**src/acsi_rx_pkg.sv**
```systemverilog
// Shared types, constants and decode functions for the ACSI/SCSI command receiver.
// Depends on nothing; imported by acsi_scsi_command_receiver_core.
package acsi_rx_pkg;

    // Command store geometry
    localparam int MAX_CMD_BYTES = 17;
    localparam int STORE_AW      = $clog2(MAX_CMD_BYTES);

    // Framing constants
    localparam logic [7:0] ICD_PREFIX   = 8'h1f;
    localparam logic [7:0] GROUP_MASK   = 8'he0;
    localparam logic [7:0] OPCODE_MASK  = 8'h1f;
    localparam logic [2:0] ID_MASK      = 3'h7;
    localparam logic [4:0] BASE_CMD_LEN = 5'd6;

    // Result status codes
    localparam logic [1:0] ST_CMD_BYTE    = 2'd0;
    localparam logic [1:0] ST_NOT_ENABLED = 2'd1;
    localparam logic [1:0] ST_BUS_ERROR   = 2'd2;

    // Register indexes on the configuration port
    localparam logic REG_SCSI_MODE   = 1'b0;
    localparam logic REG_ENABLED_IDS = 1'b1;

    typedef struct packed {
        logic [7:0] bus_byte;
        logic       start_req;
        logic       bus_error;
    } acsi_rx_in_t;

    typedef struct packed {
        logic [7:0] out_byte;
        logic [4:0] byte_index;
        logic       last;
        logic [1:0] status;
    } acsi_rx_out_t;

    // ACSI length from byte 0 and the group bits of byte 1 (ICD commands)
    function automatic logic [4:0] acsi_len(input logic [7:0] b0, input logic [7:0] b1);
        logic [2:0] grp;
        grp = 3'((b1 & GROUP_MASK) >> 5);
        if ((b0 & OPCODE_MASK) != OPCODE_MASK)
            return BASE_CMD_LEN;
        unique case (grp)
            3'd1, 3'd2: return 5'd11;
            3'd5:       return 5'd13;
            default:    return 5'd7;
        endcase
    endfunction

    // SCSI length from the group code of the opcode byte
    function automatic logic [4:0] scsi_len(input logic [7:0] b0);
        logic [2:0] grp;
        grp = 3'((b0 & GROUP_MASK) >> 5);
        unique case (grp)
            3'd1, 3'd2: return 5'd10;
            3'd4:       return 5'd16;
            3'd5:       return 5'd12;
            default:    return BASE_CMD_LEN;
        endcase
    endfunction

    // Position of the lowest set bit of a nonzero byte
    function automatic logic [2:0] lowest_id(input logic [7:0] hits);
        logic [2:0] id;
        id = 3'd0;
        for (int i = 7; i >= 0; i--)
        begin
            if (hits[i])
                id = 3'(i);
        end
        return id;
    endfunction

endpackage

```
**src/acsi_scsi_command_receiver_core.sv**
```systemverilog
// ACSI/SCSI command receiver: collects command bytes into a store memory and
// replays them as a normalized ACSI/ICD command. Depends on acsi_rx_pkg.
//
// Usage:
//   in channel  (in_valid / in_stall / in_data): one bus byte per transfer,
//     with start_req marking the first byte and bus_error a failed handshake.
//   out channel (out_valid / out_stall / out_data): one result per transfer.
//   cfg port    (cfg_we / cfg_index / cfg_data): index 0 scsi_mode (bit 0),
//     index 1 enabled_ids; write while the block is idle.
// Timing:
//   A byte is taken while collecting and the output is free. A status result
//   (target not enabled, bus error) shows in the cycle after its transfer.
//   On the byte that completes a command the block holds in_stall and drains
//   the store: each result byte goes through a memory read (S_RD), then an
//   output register load (S_LD) that waits while the receiver stalls.
// Stall: a stalled result holds in the output register; input is stalled
//   while a result waits and cannot be replaced, and during the drain.
// Reset: idle, scsi_mode 0, enabled_ids 0; the store memory is not cleared
//   and needs no clearing pass, since only bytes written for the current
//   command are replayed.
module acsi_scsi_command_receiver_core (
    input  logic                      clk,
    input  logic                      rst_n,
    input  logic                      in_valid,
    output logic                      in_stall,
    input  acsi_rx_pkg::acsi_rx_in_t  in_data,
    output logic                      out_valid,
    input  logic                      out_stall,
    output acsi_rx_pkg::acsi_rx_out_t out_data,
    input  logic                      cfg_we,
    input  logic                      cfg_index,
    input  logic [7:0]                cfg_data
);
    import acsi_rx_pkg::*;

    typedef enum logic [2:0] {
        S_RX = 3'b001,
        S_RD = 3'b010,
        S_LD = 3'b100
    } state_t;

    // Command store
    logic [7:0] store_mem [MAX_CMD_BYTES];
    logic [7:0] rd_data_reg;
    logic [STORE_AW-1:0] rd_addr;
    logic                wr_en;
    logic [STORE_AW-1:0] wr_addr;

    state_t state_reg, state_next;
    logic       scsi_mode_reg;
    logic [7:0] enabled_ids_reg;
    logic [4:0] br_reg, br_next;
    logic [4:0] exp_reg, exp_next;
    logic [2:0] tid_reg, tid_next;
    logic       recv_reg, recv_next;
    logic [7:0] b0_reg, b0_next;
    logic [4:0] drain_idx_reg, drain_idx_next;
    logic [4:0] drain_len_reg, drain_len_next;
    logic       shift_reg, shift_next;
    logic       scsi_out_reg, scsi_out_next;
    logic         out_valid_reg, out_valid_next;
    acsi_rx_out_t out_data_reg, out_data_next;

    logic       out_free;
    logic       in_xfer;
    logic [7:0] hits;
    logic [2:0] acsi_id;
    logic [4:0] br_inc;
    logic [4:0] len_cmb;
    logic       last_cmb;
    logic [7:0] fmt_byte;

    assign out_free  = !out_valid_reg || !out_stall;
    assign in_stall  = (state_reg != S_RX) || !out_free;
    assign in_xfer   = in_valid && !in_stall;
    assign out_valid = out_valid_reg;
    assign out_data  = out_data_reg;

    assign hits    = in_data.bus_byte & enabled_ids_reg;
    assign acsi_id = 3'(in_data.bus_byte >> 5) & ID_MASK;
    assign br_inc  = br_reg + 5'd1;
    // A start byte that is stored (ACSI mode) lands in entry 0
    assign wr_addr = in_data.start_req ? {STORE_AW{1'b0}} : br_reg[STORE_AW-1:0];

    // Drain read address: a shifted command reads one entry behind its output index
    assign rd_addr = (shift_reg && drain_idx_reg != 5'd0) ?
                     STORE_AW'(drain_idx_reg - 5'd1) : drain_idx_reg[STORE_AW-1:0];
    assign last_cmb = (drain_idx_reg == drain_len_reg - 5'd1);

    // Format drained byte: in SCSI mode prefix or merge the target ID into byte 0
    always_comb
    begin
        fmt_byte = rd_data_reg;
        if (drain_idx_reg == 5'd0)
        begin
            if (shift_reg)
                fmt_byte = ICD_PREFIX | {tid_reg, 5'd0};
            else if (scsi_out_reg)
                fmt_byte = rd_data_reg | {tid_reg, 5'd0};
        end
    end

    // Collect, decode and sequence the drain
    always_comb
    begin
        state_next     = state_reg;
        br_next        = br_reg;
        exp_next       = exp_reg;
        tid_next       = tid_reg;
        recv_next      = recv_reg;
        b0_next        = b0_reg;
        drain_idx_next = drain_idx_reg;
        drain_len_next = drain_len_reg;
        shift_next     = shift_reg;
        scsi_out_next  = scsi_out_reg;
        out_valid_next = out_valid_reg && out_stall;
        out_data_next  = out_data_reg;
        wr_en          = 1'b0;
        len_cmb        = exp_reg;

        unique case (state_reg)
            S_RX:
            begin
                if (in_xfer && in_data.start_req)
                begin
                    recv_next = 1'b0;
                    if (in_data.bus_error)
                    begin
                        out_valid_next = 1'b1;
                        out_data_next  = '{8'd0, 5'd0, 1'b1, ST_BUS_ERROR};
                    end
                    else if (scsi_mode_reg)
                    begin
                        if (hits == 8'd0)
                        begin
                            out_valid_next = 1'b1;
                            out_data_next  = '{8'd0, 5'd0, 1'b1, ST_NOT_ENABLED};
                        end
                        else
                        begin
                            tid_next  = lowest_id(hits);
                            br_next   = 5'd0;
                            exp_next  = BASE_CMD_LEN;
                            recv_next = 1'b1;
                        end
                    end
                    else
                    begin
                        tid_next = acsi_id;
                        if (!enabled_ids_reg[acsi_id])
                        begin
                            out_valid_next = 1'b1;
                            out_data_next  = '{8'd0, 5'd0, 1'b1, ST_NOT_ENABLED};
                        end
                        else
                        begin
                            wr_en     = 1'b1;
                            b0_next   = in_data.bus_byte;
                            br_next   = 5'd1;
                            exp_next  = BASE_CMD_LEN;
                            recv_next = 1'b1;
                        end
                    end
                end
                else if (in_xfer && recv_reg)
                begin
                    if (in_data.bus_error)
                    begin
                        recv_next      = 1'b0;
                        out_valid_next = 1'b1;
                        out_data_next  = '{8'd0, 5'd0, 1'b1, ST_BUS_ERROR};
                    end
                    else
                    begin
                        wr_en   = (br_reg < 5'(MAX_CMD_BYTES));
                        br_next = br_inc;
                        if (br_reg == 5'd0)
                            b0_next = in_data.bus_byte;
                        if (scsi_mode_reg && br_inc == 5'd1)
                            exp_next = scsi_len(in_data.bus_byte);
                        else if (!scsi_mode_reg && br_inc == 5'd2)
                            exp_next = acsi_len(b0_reg, in_data.bus_byte);
                        len_cmb = exp_next;
                        // Complete: latch framing and start the drain
                        if (br_inc >= exp_next)
                        begin
                            recv_next      = 1'b0;
                            scsi_out_next  = scsi_mode_reg;
                            shift_next     = scsi_mode_reg && len_cmb > BASE_CMD_LEN &&
                                             len_cmb < 5'(MAX_CMD_BYTES);
                            drain_len_next = shift_next ? len_cmb + 5'd1 : len_cmb;
                            drain_idx_next = 5'd0;
                            state_next     = S_RD;
                        end
                    end
                end
            end
            S_RD:
            begin
                state_next = S_LD;
            end
            S_LD:
            begin
                if (out_free)
                begin
                    out_valid_next = 1'b1;
                    out_data_next  = '{fmt_byte, drain_idx_reg, last_cmb, ST_CMD_BYTE};
                    drain_idx_next = drain_idx_reg + 5'd1;
                    state_next     = last_cmb ? S_RX : S_RD;
                end
            end
            default:
            begin
                state_next = S_RX;
            end
        endcase
    end

    // Store write on collect, registered read on drain
    always_ff @(posedge clk)
    begin
        if (wr_en)
            store_mem[wr_addr] <= in_data.bus_byte;
        rd_data_reg <= store_mem[rd_addr];
    end

    // Control state
    always_ff @(posedge clk or negedge rst_n)
    begin
        if (!rst_n)
        begin
            state_reg       <= S_RX;
            br_reg          <= 5'd0;
            exp_reg         <= BASE_CMD_LEN;
            tid_reg         <= 3'd0;
            recv_reg        <= 1'b0;
            drain_idx_reg   <= 5'd0;
            drain_len_reg   <= 5'd0;
            shift_reg       <= 1'b0;
            scsi_out_reg    <= 1'b0;
            out_valid_reg   <= 1'b0;
            scsi_mode_reg   <= 1'b0;
            enabled_ids_reg <= 8'd0;
        end
        else
        begin
            state_reg     <= state_next;
            br_reg        <= br_next;
            exp_reg       <= exp_next;
            tid_reg       <= tid_next;
            recv_reg      <= recv_next;
            drain_idx_reg <= drain_idx_next;
            drain_len_reg <= drain_len_next;
            shift_reg     <= shift_next;
            scsi_out_reg  <= scsi_out_next;
            out_valid_reg <= out_valid_next;
            if (cfg_we)
            begin
                unique case (cfg_index)
                    REG_SCSI_MODE:   scsi_mode_reg   <= cfg_data[0];
                    REG_ENABLED_IDS: enabled_ids_reg <= cfg_data;
                endcase
            end
        end
    end

    // Payload registers
    always_ff @(posedge clk)
    begin
        b0_reg       <= b0_next;
        out_data_reg <= out_data_next;
    end

`ifndef SYNTHESIS
    a_stall_in_drain: assert property (@(posedge clk) disable iff (!rst_n)
        (state_reg != S_RX) |-> in_stall)
        else $error("input taken during drain");

    a_status_is_last: assert property (@(posedge clk) disable iff (!rst_n)
        (out_valid_reg && out_data_reg.status != ST_CMD_BYTE) |-> out_data_reg.last)
        else $error("status result without last");

    a_drain_bound: assert property (@(posedge clk) disable iff (!rst_n)
        (state_reg == S_LD) |-> (drain_idx_reg < drain_len_reg &&
                                 drain_len_reg <= 5'(MAX_CMD_BYTES)))
        else $error("drain index out of range");

    a_drain_ends: assert property (@(posedge clk) disable iff (!rst_n)
        (state_reg == S_LD && out_free && last_cmb) |=> (state_reg == S_RX && out_valid_reg))
        else $error("drain did not return to collect");

    a_no_collect_while_drain: assert property (@(posedge clk) disable iff (!rst_n)
        (state_reg != S_RX) |-> !recv_reg)
        else $error("receiving flag set during drain");
`endif

endmodule
```
**config.mk**
```make
export PLATFORM = sky130hd
export DESIGN_NAME = acsi_scsi_command_receiver_core
export DESIGN_NICKNAME = d
export VERILOG_FILES = /design/src/acsi_rx_pkg.sv /design/src/acsi_scsi_command_receiver_core.sv
export SDC_FILE = /design/constraint.sdc
export NUM_CORES = 1
export LEC_CHECK = 0
export BUFFER_PORTS_ARGS = -buffer_cell sky130_fd_sc_hd__buf_2
export CORE_ASPECT_RATIO = 1.1
export CORE_MARGIN = 3
export CORE_UTILIZATION = 25
export CTS_CLUSTER_SIZE = 25
export DETAILED_ROUTE_END_ITERATION = 10
export GPL_TIMING_DRIVEN = 0
export PLACE_DENSITY = 0.37
export SYNTH_ARGS = -nofsm -noshare
export SYNTH_HDL_FRONTEND = slang
export SYNTH_SLANG_ARGS = --single-unit
export TNS_END_PERCENT = 1
```
**constraint.sdc**
```tcl
create_clock -name clk -period 4.2 [get_ports clk]
set_input_delay 0.21 -clock clk [delete_from_list [all_inputs] [get_ports clk]]
set_output_delay 0.21 -clock clk [all_outputs]
set_load 0.1 [all_outputs]
```
# Word-level counts from Yosys, hierarchy flattened
# Memory sizes are Yosys's and may differ from the RTL's. A register that Yosys moved wholly into a read port is not among the register bits.
# Cells that the tools add are included.
[word_totals]
register_bits = 60
in_bits = 24
ram_bits = 136
memories = 1
output_inout_bits = 18
[op_classes]
n_reduce_logical = 35
n_mux = 103
addsub = 5
magnitude_cmp = 5
bitwise = 5
n_eq_ne = 28
[mem_list]
columns = ["memory", "depth", "word_bits", "read_ports", "rd_clocked_by_memory_dff", "write_ports", "line_no", "source"]
rows = [
  ["store_mem", 17, 8, 1, 1, 1, "acsi_scsi_command_receiver_core.sv:43", "logic [7:0] store_mem [MAX_CMD_BYTES];"],
]
[op_table]
columns = ["cell", "count"]
rows = [
  ["5-bit 2-to-1 mux", 37],
  ["16-bit 2-to-1 mux", 8],
  ["3-bit 2-to-1 mux", 15],
  ["1-bit 2-to-1 mux", 32],
  ["16-bit one-hot mux with 2 select lines", 1],
  ["8-bit 2-to-1 mux", 3],
  ["2-bit inequality test (second input constant)", 9],
  ["6-bit AND reduction", 3],
  ["5-bit by 1-bit adder with 5-bit output (second input constant)", 3],
  ["5-bit one-hot mux with 3 select lines", 1],
  ["5-bit logical NOT", 2],
  ["5-bit less-than comparator (second input constant)", 2],
  ["5-bit one-hot mux with 2 select lines", 1],
  ["5-bit AND reduction", 2],
  ["5-bit by 1-bit subtractor with 5-bit output (second input constant)", 2],
  ["3-bit == test (second input constant)", 3],
  ["1-bit logical AND", 9],
  ["3-bit inequality test (second input constant)", 3],
  ["3-bit one-hot mux with 3 select lines", 1],
  ["8-bit AND", 1],
  ["8-bit logical NOT", 1],
  ["4-bit inequality test (second input constant)", 2],
  ["8-bit OR", 1],
  ["4-bit one-hot mux with 2 select lines", 1],
  ["other kinds (26)", 38],
]

# Logic depth before layout (Yosys ltp)
[logic_depth]
ltp_word = 23
mapped_depth = 17

# Worst setup path after synthesis
# No wires, ideal clock.
[synth_timing]
path_type = "register to register"
from = "register out_valid_reg (netlist: out_valid)"
to = "register out_data_reg (netlist bit out_data[0]), enable pin"
required_ps = 3806
slack_ps = 886
setup_ps = 394
stages_incl_launch_ff = 8
t_arrival_ps = 2920
cell_sequence = "dfrtp_1 -> nand2_1 -> and3_1 -> nand2_1 -> or3_1 -> nor2_1 -> or3_1 -> a21oi_1"
[synth_between]
elab_chain_len = 9
elab_cells_between_ends = 12
cone_classes = "eq/ne: 3; reduce/logical: 9"
[synth_lines]
columns = ["item", "line_no", "source"]
rows = [
  ["start, declared", "acsi_scsi_command_receiver_core.sv:61", "logic out_valid_reg, out_valid_next;"],
  ["start signal, assigned", "acsi_scsi_command_receiver_core.sv:256", "out_valid_reg <= out_valid_next;"],
  ["1-bit logical NOT (*)", "acsi_scsi_command_receiver_core.sv:73", "assign out_free = !out_valid_reg || !out_stall;"],
  ["1-bit logical OR (*)", "acsi_scsi_command_receiver_core.sv:73", ""],
  ["1-bit logical NOT", "acsi_scsi_command_receiver_core.sv:74", "assign in_stall = (state_reg != S_RX) || !out_free;"],
  ["1-bit logical OR", "acsi_scsi_command_receiver_core.sv:74", ""],
  ["1-bit logical NOT", "acsi_scsi_command_receiver_core.sv:75", "assign in_xfer = in_valid && !in_stall;"],
  ["1-bit logical AND", "acsi_scsi_command_receiver_core.sv:75", ""],
  ["1-bit logical AND (on tied branches)", "acsi_scsi_command_receiver_core.sv:124, acsi_scsi_command_receiver_core.sv:165", ""],
  ["3-bit inequality test (no line)", "-", ""],
  ["6-bit AND reduction (no line) (*)", "-", ""],
  ["end signal, assigned", "acsi_scsi_command_receiver_core.sv:271", "out_data_reg <= out_data_next;"],
  ["end, declared", "acsi_scsi_command_receiver_core.sv:62", "acsi_rx_out_t out_data_reg, out_data_next;"],
]
# Every way passes the cells marked *; elsewhere a longest branch is shown, timed or not.
# A chain may end at the register's enable or synchronous reset.

# Worst setup path after layout
[layout_timing]
from = "register br_reg[0]"
to = "register shift_reg"
[layout_between]
elab_chain_len = 12
elab_cells_between_ends = 17
cone_classes = "add/sub: 1; order compare: 3; eq/ne: 2; mux: 6; reduce/logical: 5"
[layout_lines]
columns = ["item", "line_no", "source"]
rows = [
  ["start, declared", "acsi_scsi_command_receiver_core.sv:52", "logic [4:0] br_reg, br_next;"],
  ["start signal, assigned", "acsi_scsi_command_receiver_core.sv:248", "br_reg <= br_next;"],
  ["5-bit by 1-bit adder with 5-bit output (*)", "acsi_scsi_command_receiver_core.sv:81", "assign br_inc = br_reg + 5'd1;"],
  ["parallel branches: the longest is 11 deep, another holds 5-bit greater-or-equal comparator", "-", ""],
  ["end signal, assigned", "acsi_scsi_command_receiver_core.sv:254", "shift_reg <= shift_next;"],
  ["end, declared", "acsi_scsi_command_receiver_core.sv:59", "logic shift_reg, shift_next;"],
]
# Every way passes the cells marked *. The select of a mux whose other input is x is not followed.

==> impl_metrics.toml <==
[status]
outcome = "complete, no violations"

[power]
sw_frac_of_total = 0.315
internal_power_mw = 4.29
power.static_leakage_nw = 3.94
pwr_density_cell_mw_per_mm2 = 572
sequentialPowerShare = 0.380
switching_power_mw = 1.97
pwr-share-comb = 0.250
vdd_drop_max_mv = 0.266
p_clk_frac = 0.370

[synth]
synthCells = 737
synth_edf_count = 157
avgSynthCellArea_sq_um = 12.4
ys_seq_area_frac = 0.641
synth.cells.most_frequent = "edfxtp_1, nor2_1, nand2_1"
ys_ff_latch = 204
yosysWarnings = 0
yosys.area.top_type = "edfxtp_1"
synth_top_cell_area_share = 0.516
post_synth_num_cell_types = 64
yosysMostFrequentCell = "edfxtp_1"
synth.area.top_cells = "edfxtp_1, dfrtp_1, nor2_1"
async_flop_share = 0.191
syn-cell-area_sq_mm = 0.00913
synth_ff_type = "edfxtp_1"
syn_nets = 774

[setup_path]
arrival_ns = 4.18
end_kind = "register"
start_kind = "register"
reg2reg_from = "br_reg[0]$_DFFE_PN0P_"
crit_type = "register to register"
worstPathRequired_ns = 4.59
cp_max_fo = 10
startpoint = "br_reg[0]$_DFFE_PN0P_"

[routing]
vias_per_cell = 4.57
drc_errors = 0
firstDrtPassIters = 4
wirelength_um = 25800
wl_per_cell_um = 19.6
via_count = 6009
antenna_left = 0
drt_iter0_drc = 384

[sta]
finalSetupTns_ns = 0
holdWs_ns = 0.0513
drv_slew = 0
finalCritPeriodShare = 0.902
maxSlewHeadroom = 0.303
rsz0062_at_grt = "false"
hold_violations = 0
finalSetupViolations = 0
tightest_slew_ns = 1.04
timing.fmax_ghz = 0.264
min_period_ns = 3.79
fin_skew_ns = 0.00919

[die]
die-area_sq_mm = 0.0389
start_util = 0.257
num_rows = 72
chipHeight_um = 206
ios = 42
core-area_sq_mm = 0.0356
die_w_um = 188

[grt]
use_met1 = 0.180
antenna_found_initial = 0
grt_max_degree = 40
grt.met3_usage = 0.0175
use_met2 = 0.228
gr-total-overflow = 0
grt_pass1_wl_um = 39200
grt_pass1_vias = 6168
busiest_layer = "met2"
grt_usage = 0.133

[clock_tree]
cts_made_buffers = 25
clockRootBuffer = "clkbuf_16"
post_cts_buffers = 0
path_clk_slew_ns = 0.06
htree_num_levels = 1
cts_tree = "done"
cts.path.max_buffers = 3
cts.sink_count = 204
clk_latency_ns = 0.53

[cells_and_area]
largest_reg_flops = 136
area_growth_pct = 19.9
nets = 851
fillers = 3629
drive_above_1_share = 0.146
multiInputGateArea_sq_mm = 0.00310
diodes = 0
seq_area_sq_mm = 0.00585

[placed_design]
routabilityCongestion = 0.795
portBuffers = 41
dpl.hpwl_um = 17700

[min_path]
hold_class = "input pin to register"
hold_start = "cfg_index"

[flow_run]
maxCapViolations = 0
path summary, 6_finish.rpt:
kind | endpoint | slack, ns | depth (start not counted)
worst max-delay path | shift_reg$_DFFE_PN0P_ | 0.41 | 17
worst min-delay path | scsi_mode_reg$_DFFE_PN0P_ | 0.05 | 3
worst max register to register | shift_reg$_DFFE_PN0P_ | 0.41 | 17
worst min register to register | exp_reg[2]$_DFFE_PN1P_ | 0.47 | 2
max in group asynchronous | tid_reg[1]$_DFFE_PN0P_ | 3.22 | 2
min in group asynchronous | state_reg[2]$_DFFE_PN0P_ | 0.38 | 2
metrics by stage:
step	util	power, mW	cells	worst slack, ns	cell area (sq um)
5_1_grt	0.308	6.60	1314	0.0752	10900
3_5_place_dp	0.279	4.00	1259	0.228	9940
3_3_place_gp	0.279	4.01	1259	-0.0428	9940
4_1_cts	0.307	6.36	1314	0.195	10900
6_report	0.308	6.26	1314	0.410	10900
2_1_floorplan	-	3.44	737	0.886	9130
repair_timing:
action	in CTS	in global routing
endpoints found under the hold margin	45	0
gates resized for setup	0	6
endpoints found under the setup margin	0	5
hold buffers	9	0
layer usage:
layer	part of all wire	wire length, um
met1	0.45	11700
met2	0.48	12400
met3	0.051	1320
met4	0.014	366
met5	0	0
area by class of cell:
| type | instances | area share |
|---|---|---|
| Buffer | 32 | 0.0135 |
| Clock buffer | 27 | 0.0578 |
| Clock inverter | 19 | 0.0230 |
| Inverter | 16 | 0.00549 |
| Multi-Input combinational cell | 485 | 0.283 |
| Sequential cell | 204 | 0.535 |
| Tap cell | 481 | 0.0550 |
| Timing Repair Buffer | 50 | 0.0270 |
power groups by stage:
stage	clock network [mW]	logic, mW	registers [mW]
6_report	2.32	1.57	2.38
3_5_place_dp	0	1.57	2.42
5_1_grt	2.46	1.73	2.40
2_1_floorplan	0	0.961	2.48
3_3_place_gp	0	1.58	2.42
4_1_cts	2.39	1.58	2.38
layout by cell type (no fill, tap or decap), types with 22 or more instances in the layout:
master	count
a21oi_1	28
buf_2	50
clkbuf_1	22
clkbuf_16	25
dfrtp_1	36
edfxtp_1	157
nand2_1	80
nand3_1	31
nor2_1	92
o21ai_0	50
worst max-delay path: stages, from the launching register on:
cell and delay, ns:
dfrtp_1 0.41, buf_2 0.24, inv_1 0.11, ha_1 0.24, nand2_1 0.14, inv_1 0.09, o22ai_2 0.33, a32o_1 0.34
ha_1 0.28, nand2b_1 0.14, a21o_1 0.18, a21oi_1 0.15, o21ai_0 0.15, and2_1 0.19, clkbuf_1 0.21, nand2_1 0.18
a21o_1 0.18, o21ai_0 0.11
logic make-up after synthesis:
kind of cell / Yosys count / synth area share
AO/OA/AOI/OAI: 154 / 0.107
XOR/XNOR: 14 / 0.0155
adder cells (fa/ha/maj): 13 / 0.0178
buffers and inverters: 48 / 0.0226
flip-flops: 204 / 0.641
multiplexers: 29 / 0.0533
AND/OR/NAND/NOR: 275 / 0.143
No activity file was read; power rests on OpenSTA's default activity.
